File: config.mk
export PLATFORM = sky130hd
export DESIGN_NAME = laser_pulse_interlock_controller
export DESIGN_NICKNAME = d
export VERILOG_FILES = /design/src/rtl/lpic_pkg.sv /design/src/rtl/laser_pulse_interlock_controller.sv
export SDC_FILE = /design/constraint.sdc
export NUM_CORES = 1
export LEC_CHECK = 0
export BUFFER_PORTS_ARGS = -buffer_cell sky130_fd_sc_hd__buf_4
export CAP_MARGIN = 20
export CELL_PAD_IN_SITES_DETAIL_PLACEMENT = 1
export CELL_PAD_IN_SITES_GLOBAL_PLACEMENT = 1
export CORE_AREA = 2 2 274 276
export DETAILED_ROUTE_END_ITERATION = 10
export DIE_AREA = 0 0 276 278
export PLACE_DENSITY = 0.79
export SLEW_MARGIN = 5
export SYNTH_ARGS = -nofsm -noshare
export SYNTH_HDL_FRONTEND = slang
export SYNTH_SLANG_ARGS = --single-unit
File: constraint.sdc
create_clock -name clk_i -period 9.05 [get_ports clk_i]
set_clock_uncertainty 0.15 [all_clocks]
set_input_delay 0.905 -clock clk_i [delete_from_list [all_inputs] [get_ports clk_i]]
set_output_delay 0.905 -clock clk_i [all_outputs]
set_load 0.02 [all_outputs]
File: src/rtl/lpic_pkg.sv
package lpic_pkg;

  localparam int unsigned POWER_W  = 10;
  localparam int unsigned REQPOW_W = 11;
  localparam int unsigned TICKS_W  = 16;
  localparam int unsigned PERIOD_W = 16;
  localparam int unsigned TIME_W   = 32;
  localparam int unsigned REQ_W    = 3;
  localparam int unsigned ADDR_W   = 4;
  localparam int unsigned DATA_W   = 32;

  localparam logic [POWER_W-1:0]  MAX_POWER_RST = 10'd1000;
  localparam logic [TICKS_W-1:0]  MAX_PULSE_RST = 16'd1000;
  localparam logic [PERIOD_W-1:0] PERIOD_RST    = 16'd999;

  // power times period, divided by 1000 through a reciprocal
  localparam int unsigned PROD_W      = POWER_W + PERIOD_W;
  localparam int unsigned RECIP_W     = 27;
  localparam int unsigned RECIP_SHIFT = 36;
  localparam int unsigned FULL_W      = PROD_W + RECIP_W;
  localparam int unsigned QUOT_W      = FULL_W - RECIP_SHIFT;
  localparam logic [RECIP_W-1:0] RECIP_1000 = 27'd68719477;

  typedef enum logic [REQ_W-1:0] {
    REQ_TICK    = 3'd0,
    REQ_FIRE    = 3'd1,
    REQ_DISABLE = 3'd2,
    REQ_OPEN    = 3'd3,
    REQ_CLOSE   = 3'd4
  } req_e;

  typedef enum logic [1:0] {
    REG_MAX_POWER = 2'd0,
    REG_MAX_PULSE = 2'd1,
    REG_PERIOD    = 2'd2
  } reg_idx_e;

  typedef enum logic [1:0] {
    DUTY_KEEP,
    DUTY_ZERO,
    DUTY_LOAD
  } duty_act_e;

  typedef struct packed {
    logic                 accepted;
    logic                 laser_enable;
    logic                 shutter_level;
    logic                 timed_out;
    logic [POWER_W-1:0]   applied_power;
    logic [TIME_W-1:0]    last_fire_time;
    duty_act_e            duty_act;
    logic [PROD_W-1:0]    product;
    logic [PERIOD_W-1:0]  period;
  } mid_t;

endpackage

File: src/rtl/laser_pulse_interlock_controller.sv
// channel   direction  handshake                fields
// in        slave      in_valid_i / in_stall_o  req_type, interlock_ok, power_tenths,
//                                               pulse_ticks
// out       master     out_valid_o / out_stall_i accepted, laser_enable, shutter_level,
//                                               duty_count, timed_out, applied_power,
//                                               last_fire_time
// cfg       apb slave  psel, penable, pready    max_power_tenths, max_pulse_ticks,
//                                               pwm_period
//
// one event per cycle unless the output stalls; results pass the input register,
// then state update and power product, then reciprocal divide into the result register
// the state loop holds only the state registers; the duty path is two multiplies deep
// reset clears valids, control state and duty register, config registers to defaults
// a stall holds the output register; bubbles in the pipe still take new events
module laser_pulse_interlock_controller (
  input  logic                                clk_i,
  input  logic                                rst_ni,

  input  logic                                in_valid_i,
  output logic                                in_stall_o,
  input  logic [lpic_pkg::REQ_W-1:0]          req_type_i,
  input  logic                                interlock_ok_i,
  input  logic signed [lpic_pkg::REQPOW_W-1:0] power_tenths_i,
  input  logic [lpic_pkg::TICKS_W-1:0]        pulse_ticks_i,

  output logic                                out_valid_o,
  input  logic                                out_stall_i,
  output logic                                accepted_o,
  output logic                                laser_enable_o,
  output logic                                shutter_level_o,
  output logic [lpic_pkg::PERIOD_W-1:0]       duty_count_o,
  output logic                                timed_out_o,
  output logic [lpic_pkg::POWER_W-1:0]        applied_power_o,
  output logic [lpic_pkg::TIME_W-1:0]         last_fire_time_o,

  input  logic                                psel,
  input  logic                                penable,
  input  logic                                pwrite,
  input  logic [lpic_pkg::ADDR_W-1:0]         paddr,
  input  logic [lpic_pkg::DATA_W-1:0]         pwdata,
  output logic [lpic_pkg::DATA_W-1:0]         prdata,
  output logic                                pready
);

  // configuration registers
  logic [lpic_pkg::POWER_W-1:0]  max_power_q;
  logic [lpic_pkg::TICKS_W-1:0]  max_pulse_q;
  logic [lpic_pkg::PERIOD_W-1:0] period_q;
  lpic_pkg::reg_idx_e            reg_idx;
  logic                          cfg_wr;

  assign pready  = 1'b1;
  assign reg_idx = lpic_pkg::reg_idx_e'(paddr[3:2]);
  assign cfg_wr  = psel && penable && pwrite;

  always_ff @(posedge clk_i or negedge rst_ni) begin
    if (!rst_ni) begin
      max_power_q <= lpic_pkg::MAX_POWER_RST;
      max_pulse_q <= lpic_pkg::MAX_PULSE_RST;
      period_q    <= lpic_pkg::PERIOD_RST;
    end else if (cfg_wr) begin
      unique case (reg_idx)
        lpic_pkg::REG_MAX_POWER: max_power_q <= pwdata[lpic_pkg::POWER_W-1:0];
        lpic_pkg::REG_MAX_PULSE: max_pulse_q <= pwdata[lpic_pkg::TICKS_W-1:0];
        lpic_pkg::REG_PERIOD:    period_q    <= pwdata[lpic_pkg::PERIOD_W-1:0];
        default: ;
      endcase
    end
  end

  always_comb begin
    unique case (reg_idx)
      lpic_pkg::REG_MAX_POWER:
        prdata = {{(lpic_pkg::DATA_W-lpic_pkg::POWER_W){1'b0}}, max_power_q};
      lpic_pkg::REG_MAX_PULSE:
        prdata = {{(lpic_pkg::DATA_W-lpic_pkg::TICKS_W){1'b0}}, max_pulse_q};
      lpic_pkg::REG_PERIOD:
        prdata = {{(lpic_pkg::DATA_W-lpic_pkg::PERIOD_W){1'b0}}, period_q};
      default:
        prdata = '0;
    endcase
  end

  // pipeline flow
  logic in_valid_q, mid_valid_q, out_valid_q;
  logic adv_in, adv_mid, adv_out;

  assign adv_out    = !out_valid_q || !out_stall_i;
  assign adv_mid    = !mid_valid_q || adv_out;
  assign adv_in     = !in_valid_q || adv_mid;
  assign in_stall_o = !adv_in;

  // input register
  logic [lpic_pkg::REQ_W-1:0]           req_q;
  logic                                 ilk_q;
  logic signed [lpic_pkg::REQPOW_W-1:0] pow_q;
  logic [lpic_pkg::TICKS_W-1:0]         dur_q;

  always_ff @(posedge clk_i or negedge rst_ni) begin
    if (!rst_ni) begin
      in_valid_q <= 1'b0;
    end else if (adv_in) begin
      in_valid_q <= in_valid_i;
    end
  end

  always_ff @(posedge clk_i) begin
    if (adv_in && in_valid_i) begin
      req_q <= req_type_i;
      ilk_q <= interlock_ok_i;
      pow_q <= power_tenths_i;
      dur_q <= pulse_ticks_i;
    end
  end

  // control state
  logic                          active_q, active_d;
  logic                          shutter_q, shutter_d;
  logic [lpic_pkg::TICKS_W-1:0]  ticks_left_q, ticks_left_d;
  logic [lpic_pkg::TIME_W-1:0]   now_q, now_d;
  logic [lpic_pkg::TIME_W-1:0]   fire_time_q, fire_time_d;
  logic [lpic_pkg::POWER_W-1:0]  last_power_q, last_power_d;
  logic [lpic_pkg::POWER_W-1:0]  pw;
  logic [lpic_pkg::TICKS_W-1:0]  dur_lim;
  lpic_pkg::mid_t                mid_d, mid_q;
  logic                          step;

  assign step = in_valid_q && adv_mid;

  always_comb begin
    active_d     = active_q;
    shutter_d    = shutter_q;
    ticks_left_d = ticks_left_q;
    now_d        = now_q;
    fire_time_d  = fire_time_q;
    last_power_d = last_power_q;
    mid_d.accepted  = 1'b0;
    mid_d.timed_out = 1'b0;
    mid_d.duty_act  = lpic_pkg::DUTY_KEEP;

    // negative requests clamp to zero, then to the limit
    if (pow_q[lpic_pkg::REQPOW_W-1]) begin
      pw = '0;
    end else if (pow_q[lpic_pkg::POWER_W-1:0] > max_power_q) begin
      pw = max_power_q;
    end else begin
      pw = pow_q[lpic_pkg::POWER_W-1:0];
    end

    dur_lim = (dur_q > max_pulse_q) ? max_pulse_q : dur_q;
    if (dur_lim == '0) begin
      dur_lim = {{(lpic_pkg::TICKS_W-1){1'b0}}, 1'b1};
    end

    unique case (lpic_pkg::req_e'(req_q))
      lpic_pkg::REQ_TICK: begin
        mid_d.accepted = 1'b1;
        now_d = now_q + 1'b1;
        if (active_q) begin
          if (ticks_left_q <= {{(lpic_pkg::TICKS_W-1){1'b0}}, 1'b1}) begin
            active_d        = 1'b0;
            shutter_d       = 1'b0;
            ticks_left_d    = '0;
            mid_d.duty_act  = lpic_pkg::DUTY_ZERO;
            mid_d.timed_out = 1'b1;
          end else begin
            ticks_left_d = ticks_left_q - 1'b1;
          end
        end
      end
      lpic_pkg::REQ_FIRE: begin
        if (ilk_q) begin
          mid_d.accepted = 1'b1;
          shutter_d      = 1'b1;
          last_power_d   = pw;
          fire_time_d    = now_q;
          ticks_left_d   = dur_lim;
          active_d       = 1'b1;
          mid_d.duty_act = lpic_pkg::DUTY_LOAD;
        end
      end
      lpic_pkg::REQ_DISABLE: begin
        mid_d.accepted = 1'b1;
        active_d       = 1'b0;
        shutter_d      = 1'b0;
        ticks_left_d   = '0;
        mid_d.duty_act = lpic_pkg::DUTY_ZERO;
      end
      lpic_pkg::REQ_OPEN: begin
        if (ilk_q) begin
          mid_d.accepted = 1'b1;
          shutter_d      = 1'b1;
        end
      end
      lpic_pkg::REQ_CLOSE: begin
        mid_d.accepted = 1'b1;
        shutter_d      = 1'b0;
      end
      default: ;
    endcase

    mid_d.laser_enable   = active_d;
    mid_d.shutter_level  = shutter_d;
    mid_d.applied_power  = last_power_d;
    mid_d.last_fire_time = fire_time_d;
    mid_d.product        = pw * period_q;
    mid_d.period         = period_q;
  end

  always_ff @(posedge clk_i or negedge rst_ni) begin
    if (!rst_ni) begin
      active_q     <= 1'b0;
      shutter_q    <= 1'b0;
      ticks_left_q <= '0;
      now_q        <= '0;
      fire_time_q  <= '0;
      last_power_q <= '0;
      mid_valid_q  <= 1'b0;
    end else begin
      if (adv_mid) begin
        mid_valid_q <= in_valid_q;
      end
      if (step) begin
        active_q     <= active_d;
        shutter_q    <= shutter_d;
        ticks_left_q <= ticks_left_d;
        now_q        <= now_d;
        fire_time_q  <= fire_time_d;
        last_power_q <= last_power_d;
      end
    end
  end

  always_ff @(posedge clk_i) begin
    if (step) begin
      mid_q <= mid_d;
    end
  end

  // divide by 1000 and saturate at the period
  logic [lpic_pkg::FULL_W-1:0]   duty_full;
  logic [lpic_pkg::QUOT_W-1:0]   duty_quot;
  logic [lpic_pkg::PERIOD_W-1:0] duty_new, duty_q, duty_d;

  assign duty_full = mid_q.product * lpic_pkg::RECIP_1000;
  assign duty_quot = duty_full[lpic_pkg::FULL_W-1:lpic_pkg::RECIP_SHIFT];

  always_comb begin
    if (duty_quot > {{(lpic_pkg::QUOT_W-lpic_pkg::PERIOD_W){1'b0}}, mid_q.period}) begin
      duty_new = mid_q.period;
    end else begin
      duty_new = duty_quot[lpic_pkg::PERIOD_W-1:0];
    end
    unique case (mid_q.duty_act)
      lpic_pkg::DUTY_ZERO: duty_d = '0;
      lpic_pkg::DUTY_LOAD: duty_d = duty_new;
      default:             duty_d = duty_q;
    endcase
  end

  // result register; the duty register is both state and output field
  logic                         acc_q, en_q, shut_out_q, tout_q;
  logic [lpic_pkg::POWER_W-1:0] pow_out_q;
  logic [lpic_pkg::TIME_W-1:0]  ftime_out_q;

  always_ff @(posedge clk_i or negedge rst_ni) begin
    if (!rst_ni) begin
      out_valid_q <= 1'b0;
      duty_q      <= '0;
    end else if (adv_out) begin
      out_valid_q <= mid_valid_q;
      if (mid_valid_q) begin
        duty_q <= duty_d;
      end
    end
  end

  always_ff @(posedge clk_i) begin
    if (adv_out && mid_valid_q) begin
      acc_q       <= mid_q.accepted;
      en_q        <= mid_q.laser_enable;
      shut_out_q  <= mid_q.shutter_level;
      tout_q      <= mid_q.timed_out;
      pow_out_q   <= mid_q.applied_power;
      ftime_out_q <= mid_q.last_fire_time;
    end
  end

  assign out_valid_o      = out_valid_q;
  assign accepted_o       = acc_q;
  assign laser_enable_o   = en_q;
  assign shutter_level_o  = shut_out_q;
  assign duty_count_o     = duty_q;
  assign timed_out_o      = tout_q;
  assign applied_power_o  = pow_out_q;
  assign last_fire_time_o = ftime_out_q;

`ifndef NO_ASSERTIONS
  a_active_has_ticks: assert property (@(posedge clk_i) disable iff (!rst_ni)
    active_q |-> ticks_left_q != '0)
    else $error("pulse running with no ticks left");

  a_idle_zero_duty: assert property (@(posedge clk_i) disable iff (!rst_ni)
    out_valid_o && !laser_enable_o |-> duty_count_o == '0)
    else $error("duty applied while laser disabled");

  a_timeout_stops: assert property (@(posedge clk_i) disable iff (!rst_ni)
    out_valid_o && timed_out_o |-> !laser_enable_o && !shutter_level_o && accepted_o)
    else $error("timeout left laser or shutter on");
`endif

endmodule

# Yosys cells after proc, flatten, opt, wreduce, memory -nomap -nowiden
# Index checks and enable logic that the tools add are counted.
totals:
  reg_bits: 320
  in_bits: 74
  out_inout_bits: 97
  elab_cells: 108
op_classes:
  addsub: 2
  n_mul: 2
  magnitude_cmp: 4
  n_eq_ne: 10
  n_mux: 30
  n_reduce_logical: 28
op_table:
  columns: ["cell", "count"]
  rows:
  - ["two-way mux 16 bit", 6]
  - ["case mux 16 bit (3 select lines)", 2]
  - ["two-way mux 32 bit", 2]
  - ["multiplier 26 x 27 -> 53 bit, second input constant", 1]
  - ["two-way mux 10 bit", 4]
  - ["adder 32 x 1 -> 32 bit, second input constant", 1]
  - ["case mux 16 bit (2 select lines)", 1]
  - ["multiplier 10 x 16 -> 26 bit", 1]
  - ["> comparator 17 x 16 -> 1 bit", 1]
  - ["> comparator 16 bit", 1]
  - ["<= comparator 16 x 1 -> 1 bit, second input constant", 1]
  - ["logical NOT 16 bit", 1]
  - ["subtractor 16 x 1 -> 16 bit, second input constant", 1]
  - ["> comparator 10 bit", 1]
  - ["two-way mux 1 bit", 10]
  - ["AND reduction 2 bit", 5]
  - ["== test 3 x 2 -> 1 bit, second input constant", 2]
  - ["case mux 1 bit (3 select lines)", 2]
  - ["case mux 2 bit (3 select lines)", 1]
  - ["logical AND 1 bit", 5]
  - ["logical NOT 1 bit", 5]
  - ["== test 2 x 1 -> 1 bit, second input constant", 2]
  - ["== test 2 bit, second input constant", 2]
  - ["inequality test 2 bit, second input constant", 2]
  - ["13 further kinds", 16]

# Longest topological paths before layout
# Gate-level depths: netlist (run 1).
logic_depth:
  ltp_word: 6
  ltp_mapped: 36
  mapped_depth_nobuf: 35

# Worst setup path before layout (run 1)
# OpenSTA, ideal clock, no wires.
synth_path:
  path_type: "reg-to-reg"
  start: "reg mid_q[36] (netlist bit)"
  end: "reg duty_q (netlist bit duty_count_o[12])"
  setup_time_ns: 0.133
  arrival_ns: 7.802
  required_time_ns: 8.767
  path_slack_ns: 0.965
  path_stages_with_launch: 31
  n_path_buf: 1
  synth_period_minus_slack_ns: 8.085
  cell_sequence: "edfxtp_1 inv_1 fa_1 inv_1 fa_1 fa_1 fa_1 fa_1 fa_1 inv_1 fa_1 inv_1 ha_1 nand4_1 or4_4 nor4_1 o21a_1 a211oi_2 o21ai_1 a21oi_1 xnor2_1 ha_1 a21oi_1 o21ai_0 a211o_1 a31oi_1 a31oi_1 nor2_4 buf_6 mux2i_1 o31ai_1"
synth_between:
  elab_chain_len: 4
synth_lines:
  columns: ["element", "line", "rtl"]
  rows:
  - ["start, declared", "laser_pulse_interlock_controller.sv:125", "lpic_pkg::mid_t mid_d, mid_q;"]
  - ["start signal, assigned", "laser_pulse_interlock_controller.sv:236", "mid_q <= mid_d;"]
  - ["multiplier 26 x 27 -> 53 bit (*)", "laser_pulse_interlock_controller.sv:245", "assign duty_full = mid_q.product * lpic_pkg::RECIP_1000;"]
  - ["> comparator 17 x 16 -> 1 bit", "laser_pulse_interlock_controller.sv:249", "if (duty_quot > {{(lpic_pkg::QUOT_W-lpic_pkg::PERIOD_W){1'b0}}, mid_q.period}) begin"]
  - ["two-way mux 16 bit (*)", "laser_pulse_interlock_controller.sv:249", null]
  - ["case mux 16 bit (2 select lines) (*)", "laser_pulse_interlock_controller.sv:254", "unique case (mid_q.duty_act)"]
  - ["end signal, assigned", "laser_pulse_interlock_controller.sv:273", "duty_q <= duty_d;"]
  - ["end, declared", "laser_pulse_interlock_controller.sv:243", "logic [lpic_pkg::PERIOD_W-1:0] duty_new, duty_q, duty_d;"]
# Every way passes the cells marked *; elsewhere a longest branch is shown, timed or not.
# A chain may end at the register's enable or synchronous reset.

# Worst setup path in the final report (run 1)
layout_path:
  start: "reg mid_q[37] (netlist bit)"
  end: "reg duty_q (netlist bit duty_count_o[1])"
# Same word-level chain as after synthesis.

==> results of run 1 <==
[how the worst max path moves through the flow]
stage               depth (start not counted)  slack, ns      start          endpoint
floorplan                                  30       0.97  mid_q[36]  duty_count_o[12]
global placement                           30       0.25  mid_q[37]   duty_count_o[8]
detailed placement                         30      0.009  mid_q[37]   duty_count_o[4]
CTS                                        36       0.03  mid_q[27]   duty_count_o[4]
global route                               36      -0.06  mid_q[27]   duty_count_o[1]
finish                                     31       0.33  mid_q[37]   duty_count_o[1]
[state kept, by name, summed over array words and instances (netlist names), 11 cells and up]
register and count:
ticks_left_q 16, mid_q 90, period_q 16, pow_q 11, dur_q 16, fire_time_q 32, max_pulse_q 16, now_q 32
duty_count_o 16, last_fire_time_o 32
[repair_timing]
item | 4_1_cts | 5_1_grt
hold endpoints to repair | 0 | 0
pin swaps | 0 | 8
gates resized for setup | 1 | 24
setup buffers | 6 | 7
endpoints found under the setup margin | 13 | 18
[metrics by stage]
stage          area (sq um)  worst slack (ns)  cells  setup TNS, ns
2_1_floorplan         29300             0.965   2808              0
3_3_place_gp          31600             0.245   3885              0
3_5_place_dp          31600           0.00875   3885              0
4_1_cts               32800            0.0323   3955              0
5_1_grt               33000           -0.0594   3965         -0.446
6_report              33000             0.325   3965              0
[synth_stat cells, types with 5 or more instances]
master / n
and3_1: 14
o31ai_1: 15
dfrtp_1: 133
nor3_1: 35
inv_1: 572
nand4_1: 22
nor2b_1: 14
o211ai_1: 6
nor4_1: 17
and2_1: 70
nor2_1: 79
a21o_1: 26
xnor2_1: 51
and4_1: 5
nand2b_1: 8
fa_1: 322
xor2_1: 14
a31oi_1: 6
nand2_1: 300
o2111ai_1: 8
dfstp_2: 20
a21oi_1: 86
buf_4: 17
mux2_2: 71
o21a_1: 11
or3_1: 8
o21ai_0: 62
a21oi_2: 6
or2_2: 7
a221o_1: 6
clkbuf_1: 60
ha_1: 375
nand3_1: 65
edfxtp_1: 167
o21bai_1: 9
mux2i_1: 24
o21ai_1: 14
a22o_1: 6
[worst register-to-register path: cells and delay by family, from the launching register on]
| kind | cells | cell delay, ns |
|---|---|---|
| adder cells (fa/ha/maj) | 9 | 4.22 |
| AO/OA/AOI/OAI | 10 | 1.79 |
| AND/OR/NAND/NOR | 5 | 1.08 |
| buffers and inverters | 6 | 0.67 |
| flip-flops | 1 | 0.42 |
| XOR/XNOR | 1 | 0.31 |
[per-layer routing]
layer / vias up / global-route usage [%] / share of wire (%) / wire, um
li1: 9415 / - / - / -
met1: 10400 / 25.0 / 41 / 32400
met2: 458 / 37.0 / 51 / 40000
met3: 151 / 2.62 / 3.9 / 3100
met4: 0 / 8.56 / 4.1 / 3250
met5: - / 0 / 0 / 0
[area by class of cell]
type,count,area [sq um]
Tap cell,969,1210
Timing Repair Buffer,204,1540
Inverter,573,2150
Clock buffer,44,961
Antenna cell,2,5.00
Sequential cell,320,8870
Fill cell,8213,40800
Multi-Input combinational cell,1833,18000
Clock inverter,20,231
[cells by family after synthesis]
| logic type | count (synthesis) | synth area share (%) |
|---|---|---|
| xor+xnor | 65 | 1.95 |
| simple gates | 656 | 10.5 |
| compound gates | 303 | 6.83 |
| fa+ha+maj | 697 | 38.1 |
| other cells | 2 | 0.0257 |
| flops | 320 | 30.3 |
| mux | 95 | 3.56 |
| buf+inv | 655 | 8.66 |
==> flow_summary.ini, run 1 <==
[run]
cap_violations = 0

[synth]
synth-edff-count = 167
synth_warnings = 0
async_reset_ff_share_pct = 47.8
yosysUniqueCellTypes = 74
netlist_area_sq_um = 29200
synth_largest_area_cell = fa_1
ys_ff_latch = 320
synth_top_area_share_pct = 22.1
syn_avg_cell_area_sq_um = 10.5
synth_area_leaders = fa_1 (22%), edfxtp_1 (17%), ha_1 (16%)
synthFlopType = edfxtp_1
syn-instance-count = 2793
synth-seq-area-share_pct = 30.3

[grt]
grt_start_max_net_pins = 87
grt_pass1_vias = 23100
overflow = 0
antenna_found_initial = 2
grt_pass1_wl_mm = 125
grt.total_usage_pct = 20.6

[sta]
hold_viol_final = 0
slew_headroom_pct = 24.8
min_period_over_period_pct = 96.4
slew_viol_final = 0
worst_hold_slack_ns = 0.242
min_period_ns = 8.72
setup_violations = 0
tightest_slew_ns = 1.12
fmax_ghz = 0.115

[clock_tree]
cts_buffers = 35
cts_tree = yes
htreeDepth = 2
cts_root_buffer = clkbuf_16
clkTransAtPathRegs_ns = 0.07
clk_path_buf_depth = 3
cts.sinks = 320
postCtsHoldBufs = 0
clk-insertion-delay-late_ns = 0.56

[worst_setup_path]
critical-path-top-delay-family = adder cells
crit_slowest_cell = fa_1
worst-endpoint-required_ns = 9.34
critPathMaxFanout = 6
worst_r2r_endpoint = duty_count_o[1]
path_class = flip-flop to flip-flop
worst_setup_path_start_kind = flip-flop
cp_common_cell = fa_1
reg2reg_slack_ns = 0.33
slowest_delay_ns = 0.56
path_buf_inv = 6
rr_worst_depth = 31
critPathArrivalTime_ns = 9.02
worstReg2RegStart = mid_q[37]
endpoint_kind = flip-flop

[floorplan]
fp-row-count = 100
chipWidth_um = 276
ios = 171
fp.dieArea_sq_um = 76700
fp.coreArea_sq_um = 73800
dieHeight_um = 278
start_util_pct = 39.6

[layout]
mostFrequentLayoutCells = inv_1 (570), ha_1 (372), fa_1 (321), nand2_1 (300), buf_4 (202)
layout-drive-gt1-share_pct = 13.5
layout.nets = 3738
post-route-util_pct = 44.7
final_common_cell = inv_1
syn_to_final_growth_pct = 12.9

[drt]
drc = 0
detail_route.wirelength_mm = 78.7
wl_per_cell_um = 19.8
dr.pass1.iters = 5
drtIter0Drc = 863
via_per_inst = 5.16
vias = 20500
ant_nets = 0

[worst_hold_path]
holdCritPathClass = input port to asynchronous set/reset pin

[place]
routabilityCongestion = 0.888
dp_hpwl_mm = 62.8
numPortBuffers = 135

[status]
outcome = complete, no violations
Power of run 1 is not shown: default switching activity piles up to over one toggle a cycle in this logic, so the estimate is an artifact.
==> run 2, diff against run 1 <==
- CTS_CLUSTER_SIZE: unset -> 20
- HOLD_SLACK_MARGIN: unset -> 0.06
- PLACE_DENSITY: 0.79 -> unset
- PLACE_DENSITY_LB_ADDON: unset -> 0.1
==> run 2 against run 1 <==
  * Register-to-register slack better by 0.03 ns
  * Global-route usage about the same
  * Setup slack better by 0.028 ns
  * Via count down 2.0%
  * Maximum frequency up 0.32%
  * Critical path type unchanged
==> flow_summary.ini, run 2 (same netlist as run 1, synthesis figures left out) <==
[clock_tree]
clkTransAtPathRegs_ns = 0.06
cts_buffers = 37
htreeDepth = 2
clk_path_buf_depth = 3
postCtsHoldBufs = 0
cts.sinks = 320
clk-insertion-delay-late_ns = 0.57
cts_tree = yes
cts_root_buffer = clkbuf_16

[layout]
largest_reg_flops = 90
diodes = 0
finish.instance_area_sq_um = 33100
mostFrequentLayoutCells = inv_1 (571), ha_1 (375), fa_1 (322), nand2_1 (300), buf_4 (210)
final_common_cell = inv_1
largest-register = mid_q
layout.nets = 3748
layout-drive-gt1-share_pct = 13.3
post-route-util_pct = 44.8
syn_to_final_growth_pct = 13.1

[run]
cap_violations = 0

[grt]
grt_pass1_wl_mm = 124
antenna_found_initial = 0
grt_start_max_net_pins = 85
grt_pass1_vias = 22600
overflow = 0
grt.total_usage_pct = 20.6

[worst_setup_path]
worst_setup_path_start_kind = flip-flop
critPathMaxFanout = 15
crit_slowest_cell = fa_1
endpoint_kind = flip-flop
path_class = flip-flop to flip-flop
slowest_delay_ns = 0.56
worst-endpoint-required_ns = 9.34
cp_common_cell = fa_1
critPathArrivalTime_ns = 8.99

[sta]
fmax_ghz = 0.115
slew_viol_final = 0
setup_violations = 0
min_period_over_period_pct = 96.1
worst_hold_slack_ns = 0.223
hold_viol_final = 0
slew_headroom_pct = 30.3
tightest_slew_ns = 1.04
setup_tns_ns = 0
min_period_ns = 8.70

[drt]
dr.pass1.iters = 4
vias = 20100
drtIter0Drc = 759
ant_nets = 0
wl_per_cell_um = 19.8
detail_route.wirelength_mm = 78.5
via_per_inst = 5.05
drc = 0

[place]
numPortBuffers = 135
routabilityCongestion = 0.902
placed_area_sq_um = 31600
dp_hpwl_mm = 63.8

[floorplan]
dieHeight_um = 278
fp.coreArea_sq_um = 73800
ios = 171
chipWidth_um = 276
start_util_pct = 39.6
fp.dieArea_sq_um = 76700
fp-row-count = 100

[status]
outcome = complete, no violations

[worst_hold_path]
holdCritPathClass = input port to asynchronous set/reset pin
run 2: cell types whose count changed in the layout (fill, tap and decap cells not counted), sizes merged:
| cell | change |
|---|---|
| clkinvlp | -1 |
| buf | +8 |
| clkbuf | +4 |
| bufinv | +1 |
| inv | -3 |
| clkinv | +3 |
| diode | -2 |
run 2: layout make-up:
type | count | area, sq um
multi-input combinational | 1833 | 18000
clock buffer | 48 | 997
inverter | 573 | 2150
clock inverter | 20 | 250
tap | 969 | 1210
sequential | 320 | 8870
fill | 8183 | 40800
timing repair buffer | 212 | 1610
run 2: worst paths after layout:
kind / from / endpoint / slack, ns / cells past startpoint
max in group asynchronous: rst_ni / last_power_q[5] / 7.04 / 2
min in group clk_i: mid_q[88] / laser_enable_o / 0.27 / 0
max: mid_q[32] / duty_count_o[15] / 0.35 / 34
min reg2reg: mid_q[88] / laser_enable_o / 0.27 / 0
min: rst_ni / fire_time_q[30] / 0.22 / 1
max reg2reg: mid_q[32] / duty_count_o[15] / 0.35 / 34
run 2: worst max-delay path: cells and delay by family (launching register included):
family | cells | cell delay [ns]
simple gates | 5 | 0.74
flops | 1 | 0.45
xor+xnor | 1 | 0.19
buf+inv | 7 | 0.75
fa+ha+maj | 9 | 4.11
compound gates | 12 | 2.18
run 2: what timing repair did:
item                                    CTS  global route
resized for setup                         0            12
buffers inserted                          0            14
endpoints found under the setup margin    0            19
run 2: metal layers:
layer	share of wire [%]	global-route usage (%)	vias to the layer above	wire [um]
met5	0	0	-	0
met1	44	26.7	10300	34900
met4	3.2	6.77	0	2540
met2	50	36.3	265	38900
met3	2.8	2.19	95	2170
li1	-	-	9411	-
run 2: per-stage QoR:
| step | setup slack, ns | instances |
|---|---|---|
| detailed placement | 0.0215 | 3892 |
| CTS | 0.0174 | 3960 |
| global route | -0.0324 | 3975 |
| finish | 0.353 | 3975 |
| floorplan | 0.965 | 2808 |
| global placement | 0.173 | 3892 |
Power of run 2 is left out for the same reason.
==> run 3, diff against run 2 <==
- CORE_AREA: 2 2 274 276 -> 2 2 352 215
- DIE_AREA: 0 0 276 278 -> 0 0 354 217
==> run 3 against run 2 <==
  * Register-to-register slack lost 0.03 ns
  * Setup slack lost 0.028 ns
  * Final cell count grew 1.4%
  * Highest routed layer unchanged
  * Die area grew 0.12%
  * Routed wire length grew 8.4%
  * Critical path depth is the same
  * Sequential share of layout area shrank 0.15 points
  * Design area grew 0.54%
  * Maximum frequency shrank 0.32%
==> flow_summary.ini, run 3 (same netlist as run 1, synthesis figures left out) <==
[status]
outcome = complete, no violations

[drt]
ant_nets = 0
drtIter0Drc = 1063
detail_route.wirelength_mm = 85.1
wl_met1_mm = 44.9
via_per_inst = 5.05
vias = 20400
wl_per_cell_um = 21.1
drc = 0
wl_met3_mm = 4.21
dr.pass1.iters = 4
wl_met2_mm = 35.3
routed.top_layer = met4

[sta]
worst_slack_ns = 0.326
min_period_ns = 8.72
setup_violations = 0
min_period_over_period_pct = 96.4
slew_headroom_pct = 28.8
worst_hold_slack_ns = 0.206
fmax_ghz = 0.115
tightest_slew_ns = 1.07
hold_viol_final = 0
slew_viol_final = 0

[layout]
layout-drive-gt1-share_pct = 14.7
diodes = 0
layout.nets = 3779
largest_reg_flops = 90
final_common_cell = inv_1
mostFrequentLayoutCells = inv_1 (570), ha_1 (368), fa_1 (320), nand2_1 (300), buf_4 (244)
syn_to_final_growth_pct = 13.7
final_cells = 4032
largest-register = mid_q

[clock_tree]
cts_buffers = 30
cts_tree = yes
clkTransAtPathRegs_ns = 0.08
htreeDepth = 1
cts.sinks = 320
cts_root_buffer = clkbuf_16
postCtsHoldBufs = 0
clk-insertion-delay-late_ns = 0.60
clk_path_buf_depth = 3

[worst_setup_path]
path_class = flip-flop to flip-flop
rr_worst_depth = 34
reg2reg_slack_ns = 0.33
worst_r2r_endpoint = duty_count_o[13]
worst-endpoint-required_ns = 9.35
crit_slowest_cell = fa_1
slowest_delay_ns = 0.56
worst_setup_path_start_kind = flip-flop
worstReg2RegStart = mid_q[40]
critPathArrivalTime_ns = 9.02
cp_common_cell = fa_1
endpoint_kind = flip-flop
critPathMaxFanout = 8

[grt]
antenna_found_initial = 0
grt_pass1_wl_mm = 134
grt_start_max_net_pins = 81
overflow = 0
grt.total_usage_pct = 22.7
grt_pass1_vias = 22200

[place]
place_ws_ns = -0.0596
dp_hpwl_mm = 69.6
dp_cells = 3955
routabilityCongestion = 0.926
numPortBuffers = 135

[floorplan]
fp-row-count = 78
chipWidth_um = 354
fp.coreArea_sq_um = 74200
start_util_pct = 39.4
ios = 171
fp.dieArea_sq_um = 76800
dieHeight_um = 217

[worst_hold_path]
holdCritPathClass = input port to asynchronous set/reset pin

[run]
cap_violations = 0
-- run 3: cell count changes in the layout (fill, tap and decap cells not counted), sizes merged --
cell,delta
buf,+38
bufinv,-2
clkbuf,-2
clkinv,-7
inv,-1
-- run 3: layer usage --
layer	GRT usage [%]	vias up
met5	0	-
met2	32.9	347
li1	-	9498
met4	2.03	0
met1	36.4	10500
met3	3.67	55
-- run 3: final cells by class --
class                   count  area, sq um
clock buffers              46          862
clock inverters            10          121
fillers                  8172        40900
inverters                 573         2150
multi-input cells        1833        18100
flip-flops and latches    320         8870
well taps                1000         1250
repair buffers            250         1920
-- run 3: worst max-delay path by stage --
stage / from / slack, ns / endpoint / cells past startpoint
final: mid_q[40] / 0.33 / duty_count_o[13] / 34
after global routing: mid_q[41] / -0.03 / duty_count_o[12] / 31
after detailed placement: mid_q[36] / -0.06 / duty_count_o[5] / 30
after CTS: mid_q[36] / 0.0003 / duty_count_o[5] / 29
after global placement: mid_q[36] / 0.11 / duty_count_o[5] / 29
after floorplan: mid_q[36] / 0.97 / duty_count_o[12] / 30
-- run 3: timing repair --
item                                    in CTS  in global routing
gates resized for setup                      1                 37
endpoints found under the setup margin      15                 17
setup buffers                                0                 20
pin swaps                                    0                 16
hold endpoints to repair                     0                  0
-- run 3: worst max-delay path: cells and delay by family (launching register included) --
family	cells	cell delay, ns
buf+inv	8	0.88
mux	1	0.23
fa+ha+maj	9	3.77
flops	1	0.53
compound gates	10	1.96
xor+xnor	1	0.13
simple gates	5	0.90
-- run 3: per-stage QoR --
stage          cell area (sq um)  util (%)  TNS (ns)
6_report                   33200      44.8         0
5_1_grt                    33200      44.8    -0.102
4_1_cts                    32900      44.4         0
3_5_place_dp               31900      43.0    -0.380
3_3_place_gp               31900      43.0         0
2_1_floorplan              29300         -         0
Power of run 3 is left out for the same reason.
